`config.mk`:
```
export PLATFORM = sky130hd
export DESIGN_NAME = nga_div
export DESIGN_NICKNAME = d
export VERILOG_FILES = /design/src/nga_pkg.sv /design/src/nga_div.sv
export SDC_FILE = /design/constraint.sdc
export NUM_CORES = 1
export LEC_CHECK = 0
export ABC_AREA = 1
export BUFFER_PORTS_ARGS = -buffer_cell sky130_fd_sc_hd__buf_2
export CAP_MARGIN = 20
export CORE_MARGIN = 5
export CORE_UTILIZATION = 45
export DETAILED_ROUTE_END_ITERATION = 12
export PLACE_DENSITY = 0.67
export SYNTH_ARGS = -nofsm -noshare
export SYNTH_HDL_FRONTEND = slang
export SYNTH_SLANG_ARGS = --single-unit
```
`constraint.sdc`:
```
create_clock -name clk -period 5.4 [get_ports clk]
set_clock_uncertainty 0.15 [all_clocks]
set_input_delay 0.54 -clock clk [delete_from_list [all_inputs] [get_ports clk]]
set_output_delay 0.54 -clock clk [all_outputs]
set_load 0.02 [all_outputs]
```
`src/nga_pkg.sv`:
```
// Shared types and constants for the direct-sum gravity block.
// No dependencies; every other file depends on this package.
`default_nettype none
package nga_pkg;
	localparam int POSW  = 32;           // position word
	localparam int MASSW = 32;           // mass word
	localparam int GW    = 32;           // gravity constant word
	localparam int CNTW  = 7;            // body_count register
	localparam int IDXW  = 6;            // body_index field
	localparam int CFG_IDX_W  = 1;
	localparam int CFG_DATA_W = 32;

	localparam int RW    = 33;           // |R| magnitude
	localparam int MULW  = 34;           // shared multiplier operand
	localparam int PRODW = 2 * MULW;
	localparam int D2W   = 68;
	localparam int ROOTW = 34;
	localparam int D3W   = 102;
	localparam int GMW   = 64;
	localparam int NUMW  = 97;           // G*M*|R| before the fraction shift
	localparam int QBITS = 51;           // quotient bits kept below the cap
	localparam int TERMW = 51;
	localparam int ACCW  = 58;
	localparam int OUTW  = 48;

	localparam logic [TERMW-1:0] TERM_CAP = TERMW'(1) << 50;
	localparam logic signed [ACCW-1:0] ACC_OUT_MAX = (ACCW'(1) << (OUTW - 1)) - ACCW'(1);
	localparam logic signed [ACCW-1:0] ACC_OUT_MIN = -ACC_OUT_MAX - ACCW'(1);

	localparam logic [CFG_IDX_W-1:0] REG_GRAVITY    = 1'b0;
	localparam logic [CFG_IDX_W-1:0] REG_BODY_COUNT = 1'b1;

	localparam logic OP_WRITE = 1'b0;
	localparam logic OP_QUERY = 1'b1;

	typedef struct packed {
		logic [POSW-1:0]  x;
		logic [POSW-1:0]  y;
		logic [POSW-1:0]  z;
		logic [MASSW-1:0] mass;
	} body_t;
endpackage
`default_nettype wire

```
`src/nga_div.sv`:
```
// Restoring divider for one force term, one quotient bit per cycle,
// with an early cap when the quotient cannot fit. Depends on nga_pkg.
`default_nettype none
module nga_div #(
	parameter int NW = 113
) (
	input  wire logic                     clk,
	input  wire logic                     arst_n,
	input  wire logic                     start,
	input  wire logic [NW-1:0]            num,
	input  wire logic [nga_pkg::D3W-1:0]  den,
	output logic                          done,
	output logic [nga_pkg::TERMW-1:0]     term,
	output logic                          sat
);
	import nga_pkg::*;

	localparam int CW = (NW > D3W + 1) ? NW : D3W + 1;

	logic [D3W:0]     rem_q, trial;
	logic [D3W-1:0]   den_q;
	logic [QBITS-1:0] nbits_q, q_q;
	logic [5:0]       cnt_q;
	logic             busy_q, cap_q, ge, over;

	assign trial = {rem_q[D3W-1:0], nbits_q[QBITS-1]};
	assign ge    = trial >= {1'b0, den_q};
	assign over  = cap_q || (TERMW'(q_q) > TERM_CAP);
	assign term  = over ? TERM_CAP : TERMW'(q_q);
	assign sat   = over;

	always_ff @(posedge clk or negedge arst_n) begin
		if (!arst_n) begin
			busy_q <= 1'b0;
			done   <= 1'b0;
			cnt_q  <= '0;
		end else begin
			done <= 1'b0;
			if (start) begin
				cnt_q <= '0;
				// A high part already at or above the divisor means the quotient
				// reaches twice the cap, so no iterations are needed.
				if (CW'(num >> QBITS) >= CW'(den)) begin
					done <= 1'b1;
				end else begin
					busy_q <= 1'b1;
				end
			end else if (busy_q) begin
				cnt_q <= cnt_q + 6'd1;
				if (cnt_q == 6'(QBITS - 1)) begin
					busy_q <= 1'b0;
					done   <= 1'b1;
				end
			end
		end
	end

	always_ff @(posedge clk) begin
		if (start) begin
			cap_q   <= CW'(num >> QBITS) >= CW'(den);
			rem_q   <= (D3W + 1)'(num >> QBITS);
			nbits_q <= num[QBITS-1:0];
			den_q   <= den;
			q_q     <= '0;
		end else if (busy_q) begin
			rem_q   <= ge ? trial - {1'b0, den_q} : trial;
			nbits_q <= nbits_q << 1;
			q_q     <= {q_q[QBITS-2:0], ge};
		end
	end
endmodule
`default_nettype wire

```
==> out/metrics.yaml <==
required_ps: 5560
hp-class: "in -> reg"
r2r_slack_ps: 1630
fmax_mhz: 265.6
worstHoldStart: "den[16]"
clock_sinks: 315
synth_area_leaders: "edfxtp_1 25%, nand2_1 22%, inv_1 12%"
nNetsFinal: 4701
postCtsResizedCells: 0
post_cts_buffers: 0
critPathMaxStageDelay_ps: 480
final_max_slew_viol_count: 0
tns_ps: 0
die_h_um: 248.7
die_w_um: 248.7
start_kind: "register"
p_leak_nw: 16.37
synth_edf_count: 216
async_flop_share_pct: 2.540
layout_commonest_cell: "nand2_1"
antenna_left: 0
syn2layout_area_growth_pct: 15.78
hold_violations: 0
wl_per_cell_um: 17.92
clockBufferDepth: 3
reg2reg_to: "rem_q[47]"
synth.top_cell.area_share_pct: 25.31
dieArea_mm2: 0.06183
cts.htree.levels: 2
ff2ff_path_depth: 14
synth_cell_types: 47
wl_mm: 91.36
run_status: "completed"
reg2reg_from: "den_q[86]"
max_slew.worst_pin.slew_ps: 983.5
yosysTopAreaCell: "edfxtp_1"
track_usage_pct: 28.50
rows: 87
critical_path_class: "reg -> reg"
numPortBuffers: 270
arrival_ps: 3930
synth-seq-cells: 315
cts_buffers: 37
final_cell_mix: "1509 x nand2_1, 835 x inv_1, 335 x nor2_1"
gp_congestion: 1.062
start_util_pct: 45.46
cp_slowest_cell: "a21oi_4"
synthCells: 4003
rsz0062_at_grt: "false"
min_period_ps: 3765
finalCritPeriodShare_pct: 69.73
clk_pin_slew_worst_paths_ps: 60
crit_buf_inv: 3
drive_gt1_share_pct: 10.34
syn_avg_cell_area_um2: 6.403
critPathMaxFanout: 72
num_vias: 25560
floorplan.io_pins: 271
viasPerCell: 5.013
syn-cell-area_mm2: 0.02563
power_density_mw_per_mm2: 467.3
drt_iter0_drc: 2268
crit_top_cell: "nand2_1"
dp_hpwl_mm: 74.38
grt_max_degree: 90
cp_top_family: "compound AO/OA/AOI/OAI gates"
post-route-drc-count: 0
dr.pass1.iters: 6
ys_seq_area_share_pct: 33.20
grt_pass1_vias: 24470
cts_tree: "yes"
finalSetupViolations: 0
grt_remaining_overflow: 0
grt_pass1_wl_mm: 139.3
synth_nets: 4388
min_to: "den_q[16]"
hold_buffers: 67
vdd_drop_max_mv: 0.2972
clkLatencyLatePin_ps: 570
crit_chain: "inv_1 > ha_1 > a21oi_1 > o21a_1 > nand2_1 > clkinv_1 > nand2_1 > nand2_1 > nand2_1 > a21oi_4 > nand3_4 > buf_12 > nor2_1 > o21ai_1"
max_cap_violations: 0
antenna_found_initial: 2
holdPathStages: 1
p_total_mw: 13.87
ys_warn_count: 0
relSlewSlack_pct: 34.43
synthFlopType: "edfxtp_1"
clock-root-buffer: "clkbuf_16"
setup.worst_path.end_class: "register"
core-area_mm2: 0.05639
## per-layer routing
layer / wire [µm] / global-route usage (%)
met5: 14 / 0
met1: 41240 / 39.16
met2: 40330 / 45.80
met3: 6186 / 4.504
met4: 3585 / 10.14
## power by group
| part | internal (mW) | switching [mW] |
|---|---|---|
| sequential | 3.14 | 0.293 |
| clock | 1.63 | 1.06 |
| combinational | 2.40 | 5.34 |
## registers in the layout, summed over array words and instances (netlist names)
| signal | flops |
|---|---|
| cnt_q | 6 |
| done | 1 |
| cap_q | 1 |
| rem_q | 102 |
| den_q | 102 |
| nbits_q | 51 |
| busy_q | 1 |
| q_q | 51 |
## per-stage QoR
step	hold WS (ps)	instance area (µm²)	cells	utilization, %	worst slack [ps]
6_report	23.64	29670	5099	52.63	1635
5_1_grt	7.475	29670	5099	52.63	1341
4_1_cts	0.07616	29670	5098	52.62	1611
3_5_place_dp	243.2	27710	4966	49.13	1630
3_3_place_gp	246.6	27670	4964	49.07	1644
2_1_floorplan	94.41	25630	4003	-	398.4
## synth_stat cells (3+ instances only)
cell type	number
a21o_1	4
a21oi_1	126
and2_1	3
and3_1	3
buf_1	5
buf_2	14
buf_4	10
buf_6	7
clkbuf_1	41
dfrtp_1	8
dfxtp_1	91
edfxtp_1	216
ha_1	166
inv_1	835
inv_2	17
nand2_1	1509
nand2_2	31
nand2_4	3
nand3_1	175
nand3_2	21
nand3b_1	13
nand4_1	97
nor2_1	337
nor2_2	21
nor2_4	3
nor3_1	19
nor4_1	26
o21ai_0	37
o21ai_1	30
o21bai_1	12
o22ai_1	50
or2_2	3
xnor2_1	47
xor2_1	4
## how the worst max path moves through the flow
stage | startpoint | to | slack [ps] | depth (start not counted)
3_3_place_gp | den_q[86] | rem_q[82] | 1640 | 16
2_1_floorplan | start | nbits_q[0] | 400 | 4
3_5_place_dp | den_q[86] | rem_q[79] | 1630 | 16
4_1_cts | den_q[86] | rem_q[83] | 1610 | 16
6_report | den_q[86] | rem_q[47] | 1630 | 14
5_1_grt | rem_q[81] | rem_q[83] | 1340 | 16
## kinds of logic (layout without fill, tap and decap cells)
group,Yosys count,in the layout,synth area share [%]
AOI/OAI and AO/OA,268,268,5.736
xor gates and xnor gates,51,51,1.743
adders and majority gates,167,167,8.182
buffers and inverters,934,1273,14.20
DFF,315,315,33.20
other,0,1,0
and+or+nand+nor,2268,2268,36.95
## final cells by class
type                       count  area, µm²
antenna                        1      2.502
clock buffer                  54       1114
clock inverter                11      182.7
fill                        5996      26710
inverter                     855       3218
multi-input combinational   2754      13520
sequential                   315       8508
tap                          756      945.9
timing repair buffer         353       2183
Power figures use the tool's default switching activity.
